==> src/rtl/hpdmc_pkg.sv <==
// shared types, constants and functions of the hashed-path direct-mapped cache
package hpdmc_pkg;

    localparam int SLOTS_DEFAULT = 512;

    localparam logic [31:0] FNV_BASIS = 32'h811C9DC5;
    localparam logic [31:0] FNV_PRIME = 32'h01000193;

    localparam logic [23:0] MAX_SIZE_RESET = 24'd262144;

    localparam logic [1:0] REQ_LOOKUP = 2'd0;
    localparam logic [1:0] REQ_STORE  = 2'd1;
    localparam logic [1:0] REQ_CLEAR  = 2'd2;

    // slot reduction: steps per hash
    localparam int MOD_STEPS = 3;
    localparam int MOD_CW    = $clog2(MOD_STEPS);

    localparam int IN_DATA_W  = 64;
    localparam int OUT_DATA_W = 160;

    typedef struct packed {
        logic [1:0]  req_type;
        logic [31:0] hash;
        logic [31:0] handle;
        logic [23:0] size;
    } req_t;

    typedef struct packed {
        logic        valid;
        logic [31:0] tag;
        logic [31:0] handle;
        logic [23:0] size;
    } entry_t;

    // first member sits in the top bits, so hit lands in bit 0
    typedef struct packed {
        logic [5:0]  pad;
        logic [31:0] store_total;
        logic [31:0] miss_total;
        logic [31:0] hit_total;
        logic        store_ok;
        logic [23:0] found_size;
        logic [31:0] found_handle;
        logic        hit;
    } result_t;

    typedef struct packed {
        logic busy;
    } back_status_t;

    typedef enum logic [2:0] {
        BK_SWEEP,
        BK_IDLE,
        BK_MOD,
        BK_READ,
        BK_LOOKUP,
        BK_DONE
    } back_state_t;

    function automatic logic [7:0] fold_char(input logic [7:0] c);
        logic [7:0] r;
        r = c;
        if (c >= 8'h41 && c <= 8'h5A)
        begin
            r = c + 8'd32;
        end
        if (c == 8'h2F)
        begin
            r = 8'h5C;
        end
        return r;
    endfunction

endpackage

==> src/rtl/hpdmc_fifo.sv <==
// two-entry request queue between front and back
module hpdmc_fifo
(
    input  logic            clk,
    input  logic            rst_n,
    input  logic            push,
    input  hpdmc_pkg::req_t push_data,
    output logic            full,
    input  logic            pop,
    output hpdmc_pkg::req_t pop_data,
    output logic            empty
);

    hpdmc_pkg::req_t slot_reg [2];
    logic            wr_ptr_reg;
    logic            rd_ptr_reg;
    logic [1:0]      count_reg;
    logic            do_push;
    logic            do_pop;

    assign full     = (count_reg == 2'd2);
    assign empty    = (count_reg == 2'd0);
    assign do_push  = push && !full;
    assign do_pop   = pop && !empty;
    assign pop_data = slot_reg[rd_ptr_reg];

    always_ff @(posedge clk)
    begin
        if (do_push)
        begin
            slot_reg[wr_ptr_reg] <= push_data;
        end
    end

    always_ff @(posedge clk or negedge rst_n)
    begin
        if (!rst_n)
        begin
            wr_ptr_reg <= 1'b0;
            rd_ptr_reg <= 1'b0;
            count_reg  <= 2'd0;
        end
        else
        begin
            if (do_push)
            begin
                wr_ptr_reg <= !wr_ptr_reg;
            end
            if (do_pop)
            begin
                rd_ptr_reg <= !rd_ptr_reg;
            end
            if (do_push && !do_pop)
            begin
                count_reg <= count_reg + 2'd1;
            end
            else if (do_pop && !do_push)
            begin
                count_reg <= count_reg - 2'd1;
            end
        end
    end

endmodule

==> config.mk <==
export PLATFORM = sky130hd
export DESIGN_NAME = hpdmc_fifo
export DESIGN_NICKNAME = d
export VERILOG_FILES = /design/src/rtl/hpdmc_pkg.sv /design/src/rtl/hpdmc_fifo.sv
export SDC_FILE = /design/constraint.sdc
export NUM_CORES = 1
export LEC_CHECK = 0
export ABC_AREA = 1
export BUFFER_PORTS_ARGS = -buffer_cell sky130_fd_sc_hd__buf_4
export CORE_AREA = 2 2 118 120
export CTS_CLUSTER_DIAMETER = 80
export DETAILED_ROUTE_END_ITERATION = 8
export DIE_AREA = 0 0 120 122
export PLACE_DENSITY = 0.78
export SLEW_MARGIN = 20
export SYNTH_ARGS = -nofsm -noshare
export SYNTH_HDL_FRONTEND = slang
export SYNTH_SLANG_ARGS = --single-unit
==> constraint.sdc <==
create_clock -name clk -period 5.6 [get_ports clk]
set_input_delay 0.56 -clock clk [delete_from_list [all_inputs] [get_ports clk]]
set_output_delay 0.56 -clock clk [all_outputs]
set_load 0.005 [all_outputs]
### Yosys cells after proc, flatten, opt, wreduce, memory -nomap -nowiden

Memories as Yosys holds them, arrays and structs flattened.
Index checks and enable logic that the tools add are counted.

| cells by class | value |
|---|---|
| add/sub/neg operators | 2 |
| eq/ne operators | 1 |
| multiplexer cells | 4 |
| reductions and logical operators | 12 |

Operators with widths:

| cell | count |
|---|---|
| 1-bit logical NOT | 6 |
| 1-bit logical AND | 4 |
| 2-bit 2-to-1 mux | 2 |
| 2-bit by 1-bit adder with 2-bit output (second input constant) | 1 |
| 2-bit == test (second input constant) | 1 |
| 2-bit logical NOT | 1 |
| 1-bit 2-to-1 mux | 2 |
| 2-bit nonzero test | 1 |
| 2-bit by 1-bit subtractor with 2-bit output (second input constant) | 1 |

| word-level totals | value |
|---|---|
| flip-flop bits (word level) | 4 |
| memory bits (writable) | 180 |
| memories kept | 1 |

Memory list:

| memory | depth | bits a word | read ports | clocked after memory_dff | write ports | line | RTL |
|---|---|---|---|---|---|---|---|
| slot_reg | 2 | 90 | 1 | 0 | 1 | hpdmc_fifo.sv:14 | `hpdmc_pkg::req_t slot_reg [2];` |

### Longest topological paths before layout

| depth | value |
|---|---|
| depth in word-level cells | 7 |
| depth in mapped cells | 9 |
| depth with buffers taken out | 9 |

### Least setup slack after synthesis

No wires, ideal clock.

| timing path | value |
|---|---|
| path type | in2reg |
| start | in push |
| end | mem slot_reg[1][0] (netlist bit) (enable) |
| library setup time | 539 ps |
| arrival | 4,416 ps |
| required time | 5,061 ps |
| setup slack | 645 ps |
| stages on the path | 2 |
| buffers on the path | 0 |
| cell sequence | o21ai_0 -> nor2_1 |

| on the way | value |
|---|---|
| word-level cells in the longest chain between the ends | 3 |

Ends and longest elaborated chain:

| what | line | RTL |
|---|---|---|
| start, declared | hpdmc_fifo.sv:6 | `input logic push,` |
| 1-bit logical AND | hpdmc_fifo.sv:23 | `assign do_push = push && !full;` |
| 1-bit 2-to-1 mux | hpdmc_fifo.sv:29 | `if (do_push)` |
| 1-bit 2-to-1 mux (not written as such) | hpdmc_fifo.sv:31 | `slot_reg[wr_ptr_reg] <= push_data;` |
| end, declared | hpdmc_fifo.sv:14 |  |

No other way between the ends.

==> flow_summary.yaml <==
final_layout:
  area_growth_syn_to_layout_pct: 29.22
  layout-drive-gt1-share: 0.3163
  final_cells: 885
  antenna_cells: 0
  final_util: 0.6564
  final_area_mm2: 0.008864
  largest_reg_flops: 180
  nets: 787
floorplan:
  coreArea_mm2: 0.01350
  boundaryPins: 186
  die_h_um: 122
  rows: 43
  fp.dieW_um: 120
  die-area_mm2: 0.01464
  start_util: 0.5079
cts:
  clk_path_buf_depth: 2
  cts_tree: "built"
  cts.sinks: 184
  cts_buffers: 17
  htreeDepth: 4
  cts_root_buffer: "clkbuf_16"
  clkSlewWorstSetupHoldPaths_ps: 70
  clk_latency_ps: 420
run_status:
  outcome: "finished, final reports clean"
global_routing:
  grt_pass1_vias: 4208
  antenna_found_initial: 0
  grt-ovfl-total: 0
  grt_pass1_wl_um: 20440
  grt_use_total: 0.1852
  grt_max_degree: 92
timing:
  timing.hold.ws_ps: 317.8
  min_period_over_period: 0.4765
  hold_viol: 0
  fin_worst_skew_ps: 7.172
  maxSlewViolCount: 0
  maxSlewHeadroom: 0.3595
  setup_viol: 0
  min_period_ps: 2668
  fmax_ghz: 0.3748
  setup-tns-final_ps: 0
  worst_pin_slew_ps: 960.8
  rsz0062_at_grt: "false"
synthesis:
  synth_cell_types: 15
  synth_adder_area_share: 0.001824
  synth_compound_area_frac: 0.001459
  synth_top_family_by_area: "simple AND/OR/NAND/NOR gates"
  synthSimpleGateAreaFrac: 0.1583
  muxShareOfSynthArea: 0
  synth.avg_cell_area_um2: 13.69
  synth-xor-area-share: 0.001277
  syn_inst: 501
  seq_area_frac_synth: 0.8026
  ys_warn_count: 0
  syn_nets: 596
  syn-cell-area_mm2: 0.006859
  ys_seq_elements: 184
run:
  cap_violations: 0
placed_design:
  globalplace.congestion: 0.7062
  numPortBuffers: 185
  dpl_cell_area_mm2: 0.008314
  place_inst: 852
  hpwl_um: 8392
critical_path:
  arrival_ps: 2110
  required_ps: 5040
  crit_fanout: 84
  ff2ff_setup_slack_ps: 3200
  timing_worst_setup_path_type: "register to output pin"
  cp-start-kind: "register"
  end_kind: "output pin"
worst_hold_path:
  hp-class: "primary input to register"
detailed_routing:
  wl_per_cell_um: 15.08
  vias: 4314
  viasPerCell: 4.875
  wl_um: 13340
  ant_nets: 0
  dr.first_iter.drc_count: 296
  dr.pass1.iters: 4
  drc: 0
pwr:
  power.internal_uw: 3112
  power_frac_comb: 0.324
  power.density_mw_per_mm2: 507.0
  p_sw_uw: 1382
  peakVddDrop_mv: 0.2708
  clkPwrFrac: 0.240
  power_leakage_uw: 0.003776
  seqPwrFrac: 0.436
  swShare: 0.3076
[worst paths after layout]
kind                                from         endpoint  cells after the start
setup / recovery              rd_ptr_reg     pop_data[55]                      5
hold / removal             push_data[17]  slot_reg[1][17]                      1
setup reg to reg            count_reg[1]  slot_reg[0][39]                      6
hold reg to reg               wr_ptr_reg       wr_ptr_reg                      2
max in group asynchronous          rst_n       rd_ptr_reg                      2
min in group asynchronous          rst_n       rd_ptr_reg                      2
[cell usage after synthesis]
library cell  count  area [µm²]
buf_4             2       15.01
inv_2             1       3.750
buf_6            17       191.4
nand3b_1          1       7.510
nor2_1            2       7.510
nand2_1         279        1047
nand3_1           1       5.000
nand4_1           1       6.260
inv_1             7       26.28
nor2_2            2       12.51
ha_1              1       12.51
edfxtp_1        180        5405
dfrtp_1           4       100.1
o21ai_0           2       10.01
xnor2_1           1       8.760
[layout make-up]
| class | count | area (µm²) |
|---|---|---|
| clock buffers | 18 | 429.2 |
| flip-flops and latches | 184 | 5507 |
| clock inverters | 14 | 110.1 |
| multi-input cells | 290 | 1125 |
| fillers | 980 | 4641 |
| inverters | 8 | 31.28 |
| well taps | 180 | 225.2 |
| repair buffers | 191 | 1436 |
[kinds of logic after synthesis]
kind of cell / after synthesis
AND/OR/NAND/NOR: 286
flip-flops: 184
buffers and inverters: 27
AO/OA/AOI/OAI: 2
XOR/XNOR: 1
adder cells (fa/ha/maj): 1
[critical path, cell delays in order, from the launching register on]
cell	delay (ps)
dfrtp_2	420
inv_2	140
buf_4	700
nand2_1	150
nand2_1	140
buf_4	120
[power by group through the flow]
stage               Sequential [µW]  Combinational (µW)  Clock [µW]
floorplan                      2000                 793           0
global placement               1970                1440           0
detailed placement             1990                1480           0
CTS                            1960                1490        1100
global route                   1990                1620        1150
finish                         1960                1450        1080
[layout by cell type (no fill, tap or decap)]
master         synthesis  routed
clkbuf_1               0       1
dfrtp_2                0       1
ha_1                   1       1
nor2_2                 2       2
nand2_1              279     279
nor2_4                 0       1
buf_4                  2     190
nand3b_1               1       1
bufinv_16              0       1
nor2_1                 2       1
inv_1                  7       6
edfxtp_1             180     180
clkinv_4               0       2
dfrtp_1                4       3
clkinv_1               0       4
nand3_1                1       1
o21ai_0                2       2
clkinvlp_4             0       5
xnor2_1                1       1
clkbuf_16              0      17
nand4_1                1       1
inv_2                  1       1
dlygate4sd3_1          0       1
clkinv_2               0       3
[per-stage QoR]
| stage | power (µW) | setup slack, ps |
|---|---|---|
| floorplan | 2791 | 645.0 |
| finish | 4494 | 2932 |
| CTS | 4546 | 2878 |
| global route | 4762 | 2744 |
| detailed placement | 3466 | 3050 |
| global placement | 3410 | 3117 |
[metal layers]
layer	GRT usage	part of all wire	up-vias
met5	0	0	-
met4	0.06618	0.015	0
met3	0.06788	0.089	19
met2	0.3004	0.50	163
met1	0.2305	0.40	2066
li1	-	-	2066
[repair_timing]
item,CTS,global route
hold buffers,1,0
hold endpoints to repair,4,0
gates resized for setup,0,0
setup buffers,0,0
(Power assumes the default switching activity.)
