--- config.mk ---
export PLATFORM = sky130hd
export DESIGN_NAME = hpdmc_front
export DESIGN_NICKNAME = d
export VERILOG_FILES = /design/src/rtl/hpdmc_pkg.sv /design/src/rtl/hpdmc_front.sv
export SDC_FILE = /design/constraint.sdc
export NUM_CORES = 1
export LEC_CHECK = 0
export BUFFER_PORTS_ARGS = -buffer_cell sky130_fd_sc_hd__buf_2
export CAP_MARGIN = 20
export CORE_MARGIN = 2
export CORE_UTILIZATION = 40
export CTS_CLUSTER_DIAMETER = 50
export DETAILED_ROUTE_END_ITERATION = 10
export PLACE_DENSITY = 0.6
export SYNTH_ARGS = -nofsm -noshare
export SYNTH_HDL_FRONTEND = slang
export SYNTH_SLANG_ARGS = --single-unit
--- constraint.sdc ---
create_clock -name clk -period 17.9 [get_ports clk]
set_clock_uncertainty 0.2 [all_clocks]
set_input_delay 3.58 -clock clk [delete_from_list [all_inputs] [get_ports clk]]
set_output_delay 3.58 -clock clk [all_outputs]
set_load 0.02 [all_outputs]
--- src/rtl/hpdmc_pkg.sv ---
// shared types, constants and functions of the hashed-path direct-mapped cache
package hpdmc_pkg;

    localparam int SLOTS_DEFAULT = 512;

    localparam logic [31:0] FNV_BASIS = 32'h811C9DC5;
    localparam logic [31:0] FNV_PRIME = 32'h01000193;

    localparam logic [23:0] MAX_SIZE_RESET = 24'd262144;

    localparam logic [1:0] REQ_LOOKUP = 2'd0;
    localparam logic [1:0] REQ_STORE  = 2'd1;
    localparam logic [1:0] REQ_CLEAR  = 2'd2;

    // slot reduction: steps per hash
    localparam int MOD_STEPS = 3;
    localparam int MOD_CW    = $clog2(MOD_STEPS);

    localparam int IN_DATA_W  = 64;
    localparam int OUT_DATA_W = 160;

    typedef struct packed {
        logic [1:0]  req_type;
        logic [31:0] hash;
        logic [31:0] handle;
        logic [23:0] size;
    } req_t;

    typedef struct packed {
        logic        valid;
        logic [31:0] tag;
        logic [31:0] handle;
        logic [23:0] size;
    } entry_t;

    // first member sits in the top bits, so hit lands in bit 0
    typedef struct packed {
        logic [5:0]  pad;
        logic [31:0] store_total;
        logic [31:0] miss_total;
        logic [31:0] hit_total;
        logic        store_ok;
        logic [23:0] found_size;
        logic [31:0] found_handle;
        logic        hit;
    } result_t;

    typedef struct packed {
        logic busy;
    } back_status_t;

    typedef enum logic [2:0] {
        BK_SWEEP,
        BK_IDLE,
        BK_MOD,
        BK_READ,
        BK_LOOKUP,
        BK_DONE
    } back_state_t;

    function automatic logic [7:0] fold_char(input logic [7:0] c);
        logic [7:0] r;
        r = c;
        if (c >= 8'h41 && c <= 8'h5A)
        begin
            r = c + 8'd32;
        end
        if (c == 8'h2F)
        begin
            r = 8'h5C;
        end
        return r;
    endfunction

endpackage

--- src/rtl/hpdmc_front.sv ---
// front end: takes path bytes, keeps the running hash, queues finished requests
module hpdmc_front
(
    input  logic                           clk,
    input  logic                           rst_n,
    input  logic                           in_valid,
    output logic                           in_ready,
    input  logic [1:0]                     in_req_type,
    input  logic [7:0]                     in_char,
    input  logic                           in_last,
    input  logic [31:0]                    in_handle,
    input  logic [23:0]                    in_size,
    input  hpdmc_pkg::back_status_t        back_status,
    input  logic                           q_full,
    output logic                           q_push,
    output hpdmc_pkg::req_t                q_data
);

    logic [31:0] hash_reg;
    logic [31:0] hash_next;
    logic [31:0] hash_upd;
    logic        accept;

    assign in_ready = !q_full && !back_status.busy;
    assign accept   = in_valid && in_ready;

    // one xor and one constant multiply per byte; a zero byte leaves the hash unchanged
    always_comb
    begin
        hash_upd = (hash_reg ^ {24'd0, hpdmc_pkg::fold_char(in_char)})
                   * hpdmc_pkg::FNV_PRIME;
        hash_next = (in_char != 8'd0) ? hash_upd : hash_reg;
    end

    assign q_push          = accept && in_last;
    assign q_data.req_type = in_req_type;
    assign q_data.hash     = hash_next;
    assign q_data.handle   = in_handle;
    assign q_data.size     = in_size;

    always_ff @(posedge clk or negedge rst_n)
    begin
        if (!rst_n)
        begin
            hash_reg <= hpdmc_pkg::FNV_BASIS;
        end
        else if (accept)
        begin
            hash_reg <= in_last ? hpdmc_pkg::FNV_BASIS : hash_next;
        end
    end

endmodule

# --- Word level (Yosys, flattened, before mapping) ---
# Cells that the tools add are included.
# Widths: inputs -> output; s select.
totals:
  register_bits: 32
  latch_bits: 0
  ram_bits: 0
  rom_bits: 0
  input_bits: 72
  out_inout_bits: 92
  elab_cells: 18
  mem_count: 0
classes:
  add_sub_neg: 1
  multipliers: 1
  n_div: 0
  order_cmp: 2
  eq_ne: 1
  shifts: 0
  muxes: 4
  bitwise: 1
  n_reduce_logical: 7
ops:
  columns: ["cell", "n"]
  rows:
  - ["$mux 32", 2]
  - ["$mul 32x25->32 const B", 1]
  - ["$xor 32x8->32", 1]
  - ["$mux 8", 2]
  - ["$add 8x6->8 const B", 1]
  - ["$eq 8x6->1 const B", 1]
  - ["$ge 8x7->1 const B", 1]
  - ["$le 8x7->1 const B", 1]
  - ["$reduce_bool 8->1", 1]
  - ["$logic_and 1x1->1", 4]
  - ["$logic_not 1->1", 2]

# --- Longest topological paths before layout ---
# Gate-level depths: netlist of the first run.
depth:
  ltp_word: 8
  mapped_depth: 27
  depth_no_buf: 27

# --- Least setup slack after synthesis of the first run ---
# OpenSTA, ideal clock, no wires.
synth_timing:
  path_kind: "in2out"
  start: "input in_char[7]"
  end: "output q_data[75] (netlist bit)"
  t_arrival_ns: 9.578
  t_required_ns: 14.120
  path_slack_ns: 4.542
  stages: 22
  n_path_buf: 0
  path_cell_list: "nand4b_1 or4_1 nor2b_1 xnor2_1 ha_1 ha_1 fa_1 ha_1 fa_1 ha_1 inv_1 fa_1 inv_1 ha_1 a21o_1 a21oi_1 a21bo_1 a2111oi_0 nor3_1 a31o_2 xnor2_1 o21ai_0"
synth_rtl:
  columns: ["item", "line_no", "text"]
  rows:
  - ["start: declaration", "hpdmc_front.sv:9", "input logic [7:0] in_char,"]
  - ["end: declaration", "hpdmc_front.sv:16", "output hpdmc_pkg::req_t q_data"]

==> impl_metrics.py, run 1 <==
metrics = {
    "cells_and_area": {
        "mostFrequentLayoutCells": "inv_1, ha_1, fa_1",
        "fill_cells": 1979,
        "antenna_cells": 0,
        "multi_input_area_um2": 5793,
        "layout_commonest_cell": "inv_1",
        "largest_register_ffs": 32,
        "nNetsFinal": 1212,
        "seqCellArea_um2": 818.3,
        "synthToLayoutAreaGrowth_pct": 3.490,
        "drive_gt1_frac": 0.09318,
    },
    "global_route": {
        "grtUsageTotal": 0.1864,
        "grt-ovfl-total": 0,
        "antenna_found_initial": 0,
        "grt_pass1_wl_um": 29830,
        "grt_max_degree": 34,
        "grt_pass1_vias": 5696,
    },
    "route": {
        "detail_route.vias_per_cell": 4.948,
        "drtIter0Drc": 309,
        "ant_nets": 0,
        "highest_layer": "met4",
        "drt-met1-wl_um": 9029,
        "wl_per_cell_um": 16.15,
        "wl_met3_um": 725,
        "dr.pass1.iters": 4,
        "via_count": 5665,
        "drc": 0,
        "met2_wirelength_um": 8667,
        "wl_um": 18490,
    },
    "worst_setup_path": {
        "worstPathRequired_ns": 14.12,
        "ff2ff_setup_slack_ns": 11.43,
        "crit_arrival_ns": 10.26,
        "crit_family": "adder cells",
        "cpMostUsedCell": "ha_1",
        "critPathMaxStageDelay_ns": 0.61,
        "path_max_fanout": 6,
        "worst-setup-path-type": "input pin to primary output",
        "crit_chain": "buf_2 -> or4_1 -> nor2b_1 -> xnor2_1 -> ha_1 -> ha_1 -> fa_1 -> ha_1 -> fa_1 -> ha_1 -> inv_1 -> fa_1 -> inv_1 -> ha_1 -> and3_1 -> a21oi_1 -> o21ai_2 -> a31oi_1 -> o211ai_1 -> and3_1 -> o31ai_1 -> o21ai_0 -> buf_2",
        "cp_slowest_cell": "or4_1",
        "startpoint_type": "input pin",
        "cp_num_buf_inv": 4,
        "end_kind": "primary output",
    },
    "sta": {
        "min_period_ns": 14.04,
        "fin_tns_setup_ns": 0,
        "slew_violations": 0,
        "period_share": 0.7842,
        "max_freq_ghz": 0.07124,
        "max_slew_margin": 0.4189,
        "rsz0062_at_grt": "false",
        "hold_viol": 0,
        "setup_viol": 0,
        "tightest_slew_ns": 0.8717,
    },
    "synthesis": {
        "syn_area_um2": 7886,
        "synth_top_cell_by_area": "ha_1",
        "synth-edff-count": 0,
        "syn_nets": 1224,
        "synth_warnings": 0,
        "yosys_register_bits": 32,
        "synth_flop_cell": "dfrtp_1",
        "yosysSeqAreaShare": 0.1038,
        "netlist_top_cells_area": "ha_1, fa_1, inv_1",
        "netlist_instances": 891,
        "async_flop_share": 1.000,
        "avgSynthCellArea_um2": 8.851,
        "synth_top_area_frac": 0.2967,
        "synthDistinctLibCells": 53,
    },
    "clock_tree": {
        "ctsRootBufferMaster": "clkbuf_16",
        "cts_made_buffers": 5,
        "insertion_delay_ns": 0.29,
        "clkTransAtPathRegs_ns": 0.06,
        "tritoncts": "yes",
        "clockBufferDepth": 2,
        "holdBufCountCts": 0,
        "numClockSinks": 32,
        "postCtsSetupBuffers": 0,
        "cts.htree.levels": 2,
        "cts-resized-gates": 0,
    },
    "job": {
        "maxCapViolCount": 0,
    },
    "placed_design": {
        "hpwlAfterDp_um": 15360,
        "port_buffers": 47,
        "gp_congestion": 0.8434,
    },
    "floorplanning": {
        "die_w_um": 144.4,
        "start_util": 0.4065,
        "die_h_um": 144.4,
        "pin_count": 164,
        "rows": 51,
        "core_area_um2": 19400,
        "die_area_um2": 20850,
    },
    "outcome": {
        "status": "finished, final reports clean",
    },
    "min_path": {
        "hold_path_class": "flip-flop to flip-flop",
    },
}
worst min-delay path, cell delays in order (launching register included):
cell and delay [ns]:
dfstp_2 0.39, nor2_1 0.10, nor4_1 0.06
cell families after synthesis:
family | after synthesis | synth area share
flops | 32 | 0.1038
fa+ha+maj | 261 | 0.4845
buf+inv | 283 | 0.1625
compound gates | 139 | 0.1184
simple gates | 124 | 0.07267
xor+xnor | 50 | 0.05553
mux | 2 | 0.002697
metal layers:
| layer | vias to the layer above | global-route usage |
|---|---|---|
| li1 | 2814 | - |
| met4 | 0 | 0.02351 |
| met3 | 7 | 0.02384 |
| met2 | 99 | 0.3115 |
| met1 | 2745 | 0.2652 |
| met5 | - | 0 |
per-stage QoR:
stage | hold WS (ns) | instance area, um2 | instances | utilization | worst slack [ns]
3_3_place_gp | 0.3345 | 8004 | 1136 | 0.4126 | 3.899
2_1_floorplan | 0.3096 | 7886 | 891 | - | 4.542
5_1_grt | 0.3812 | 8162 | 1145 | 0.4207 | 3.435
4_1_cts | 0.3462 | 8162 | 1145 | 0.4207 | 3.829
3_5_place_dp | 0.3375 | 8015 | 1137 | 0.4132 | 3.837
6_report | 0.3393 | 8162 | 1145 | 0.4207 | 3.863
synth_stat cells (all sizes together), types with 10 or more instances:
master,n
clkbuf,12
ha,187
a22o,11
xor2,16
nor2,33
fa,74
xnor2,34
inv,212
o21ai,32
a21o,19
nand2,49
buf,59
dfstp,14
dfrtp,18
o22a,10
a21oi,37
layout make-up:
cell class,count,share of cell area
clock buffer,8,0.01794
inverter,212,0.09750
tap,265,0.04063
multi-input combinational,576,0.7098
timing repair buffer,52,0.03388
sequential,32,0.1003
final timing paths:
check / startpoint / end / depth (start not counted)
worst max-delay path: in_char[4] / q_data[84] / 23
worst min-delay path: hash_reg[31] / hash_reg[31] / 2
worst max register to register: hash_reg[2] / hash_reg[28] / 19
worst min register to register: hash_reg[31] / hash_reg[31] / 2
max in group asynchronous: rst_n / hash_reg[9] / 1
min in group asynchronous: rst_n / hash_reg[29] / 1
Power of run 1 is left out: the tool's default activity adds up to more than one toggle a clock period on the data nets, which glitch-free logic cannot reach.
==> run 2, diff against run 1 <==
--- a/config.mk
+++ b/config.mk
@@ -5,6 +5,7 @@
 export SDC_FILE = /design/constraint.sdc
 export NUM_CORES = 1
 export LEC_CHECK = 0
+export ABC_AREA = 1
 export BUFFER_PORTS_ARGS = -buffer_cell sky130_fd_sc_hd__buf_2
 export CAP_MARGIN = 20
 export CORE_MARGIN = 2
==> constraint.sdc (replaced) <==
create_clock -name clk -period 13.2 [get_ports clk]
set_clock_uncertainty 0.2 [all_clocks]
set_input_delay 2.64 -clock clk [delete_from_list [all_inputs] [get_ports clk]]
set_output_delay 2.64 -clock clk [all_outputs]
set_load 0.02 [all_outputs]
==> run 2 against run 1 <==
Cell area grew 9.5%. Wire length rose by 20%. Global-route usage increased by 2.1 points. Final cell count is 22% higher. Sequential share of layout area shrank 0.87 points. Hold slack improved by 0.031 ns. Synthesized cell count is 27% higher. Worst setup slack worse by 2.3 ns. Area after synthesis rose by 9.9%. Sequential cell count unchanged. Die area grew 9.7%. Non-clock buffer count fell by 4.
==> impl_metrics.py, run 2 <==
metrics = {
    "outcome": {
        "status": "finished, final reports clean",
    },
    "global_route": {
        "grt-ovfl-total": 0,
        "grt_max_degree": 41,
        "grt_pass1_wl_um": 36240,
        "grt_pass1_vias": 6885,
        "antenna_found_initial": 0,
        "grtUsageTotal": 0.2076,
    },
    "sta": {
        "max_slew_margin": 0.3386,
        "period_share": 0.8825,
        "fin_tns_setup_ns": 0,
        "min_period_ns": 11.65,
        "whs_ns": 0.3699,
        "slew_violations": 0,
        "hold_viol": 0,
        "setup_viol": 0,
        "tightest_slew_ns": 0.9850,
        "max_freq_ghz": 0.08584,
        "rsz0062_at_grt": "false",
    },
    "synthesis": {
        "yosys_register_bits": 32,
        "syn_area_um2": 8671,
        "synthDistinctLibCells": 48,
        "netlist_instances": 1131,
        "yosys-top-cells-count": "inv_1, ha_1, nand2_1, fa_1, buf_4",
        "avgSynthCellArea_um2": 7.667,
        "async_flop_share": 1.000,
        "synth_top_cell_by_area": "ha_1",
        "synth-edff-count": 0,
        "syn_nets": 1464,
        "netlist_top_cells_area": "ha_1, fa_1, inv_1",
        "synth_warnings": 0,
        "yosysSeqAreaShare": 0.09437,
        "synth_top_area_frac": 0.2698,
        "synthMostInstantiatedCell": "inv_1",
        "synth_flop_cell": "dfrtp_1",
    },
    "clock_tree": {
        "cts-resized-gates": 0,
        "numClockSinks": 32,
        "clkTransAtPathRegs_ns": 0.07,
        "cts_made_buffers": 5,
        "clockBufferDepth": 2,
        "insertion_delay_ns": 0.30,
        "tritoncts": "yes",
        "cts.htree.levels": 2,
        "postCtsSetupBuffers": 0,
        "ctsRootBufferMaster": "clkbuf_16",
        "holdBufCountCts": 0,
    },
    "cells_and_area": {
        "antenna_cells": 0,
        "seqCellArea_um2": 818.3,
        "nNetsFinal": 1451,
        "drive_gt1_frac": 0.1099,
        "synthToLayoutAreaGrowth_pct": 3.059,
        "mostFrequentLayoutCells": "inv_1, ha_1, nand2_1",
        "fill_cells": 2202,
        "largest_register_ffs": 32,
        "layout_commonest_cell": "inv_1",
        "final_cell_area_um2": 8936,
        "multi_input_area_um2": 6248,
    },
    "worst_setup_path": {
        "cp.depth": 29,
        "cpMostUsedCell": "nand2_1",
        "end_kind": "primary output",
        "crit_arrival_ns": 8.81,
        "cp-endpoint": "q_data[85]",
        "worstRegToRegCells": 20,
        "path_max_fanout": 5,
        "startpoint_type": "input pin",
        "cp_slowest_cell": "xor2_1",
        "crit_path_start": "in_char[4]",
        "cp_num_buf_inv": 6,
        "crit_family": "adder cells",
        "worst-setup-path-type": "input pin to primary output",
        "worstPathRequired_ns": 10.36,
        "critPathMaxStageDelay_ns": 0.55,
        "rr_endpoint": "hash_reg[21]",
        "ff2ff_setup_slack_ns": 7.11,
        "r2r_start": "hash_reg[6]",
    },
    "route": {
        "dr.pass1.iters": 5,
        "wl_per_cell_um": 15.93,
        "drc": 0,
        "drtIter0Drc": 308,
        "ant_nets": 0,
        "via_count": 6740,
        "detail_route.vias_per_cell": 4.835,
        "wl_um": 22210,
    },
    "floorplanning": {
        "core_area_um2": 21150,
        "rows": 53,
        "pin_count": 164,
        "start_util": 0.4099,
        "die_area_um2": 22870,
        "die_w_um": 151.2,
        "die_h_um": 151.2,
    },
    "placed_design": {
        "gp_congestion": 0.9250,
        "port_buffers": 47,
        "hpwlAfterDp_um": 18700,
        "dpl_cell_area_um2": 8768,
    },
    "job": {
        "maxCapViolCount": 0,
    },
    "min_path": {
        "hold_path_class": "flip-flop to flip-flop",
    },
}
run 2: cell count changes after synthesis, moves of 13 or more:
cell     change
inv_1       +74
a21o_1      -14
nor2_1      +13
xnor2_1     -22
nand3_1     +42
o21ai_1     +22
nand2_1    +132
run 2: layout make-up:
type / count / share of cell area
Clock buffer: 5 / 0.01400
Multi-Input combinational cell: 734 / 0.6992
Sequential cell: 32 / 0.09157
Timing Repair Buffer: 48 / 0.02716
Clock inverter: 3 / 0.004761
Inverter: 297 / 0.1248
Tap cell: 275 / 0.03850
run 2: worst reg2reg max path, cell delays in order, from the launching register on:
cell      delay, ns
dfstp_2        0.55
xor2_1         0.68
ha_1           0.37
ha_1           0.30
fa_1           0.49
ha_1           0.21
fa_1           0.48
ha_1           0.28
inv_1          0.06
fa_1           0.53
inv_1          0.04
ha_1           0.35
a21oi_1        0.26
o21ai_0        0.17
a21oi_1        0.29
o211ai_2       0.14
or2_1          0.22
nand3_1        0.11
o21ai_2        0.08
nand2_1        0.08
o21ai_1        0.07
run 2: worst min-delay path by stage:
stage                 startpoint      endpoint  slack, ns  depth (start not counted)
CTS                 hash_reg[28]  hash_reg[28]       0.37                          2
global route        hash_reg[28]  hash_reg[28]       0.40                          2
global placement    hash_reg[29]  hash_reg[29]       0.35                          2
floorplan           hash_reg[29]  hash_reg[29]       0.30                          2
detailed placement  hash_reg[28]  hash_reg[28]       0.35                          2
finish              hash_reg[28]  hash_reg[28]       0.37                          2
run 2: per-stage QoR:
step / utilization / setup WS (ns) / cells
after global placement: 0.4145 / 1.645 / 1386
after floorplan: - / 2.599 / 1131
after CTS: 0.4224 / 1.542 / 1394
final: 0.4224 / 1.551 / 1394
after global routing: 0.4224 / 1.121 / 1394
after detailed placement: 0.4145 / 1.546 / 1386
run 2: per-layer routing:
| metal | track usage | wire, um |
|---|---|---|
| met2 | 0.3482 | 10320 |
| met1 | 0.2930 | 11010 |
| met4 | 0.02617 | 138 |
| met5 | 0 | 0 |
| met3 | 0.02711 | 734 |
run 2: kinds of logic after synthesis:
kind of cell / share of synthesized area
buffers and inverters: 0.1850
adder cells (fa/ha/maj): 0.4407
XOR/XNOR: 0.02222
flip-flops: 0.09437
AO/OA/AOI/OAI: 0.08990
AND/OR/NAND/NOR: 0.1678
Power of run 2 is left out for the same reason.
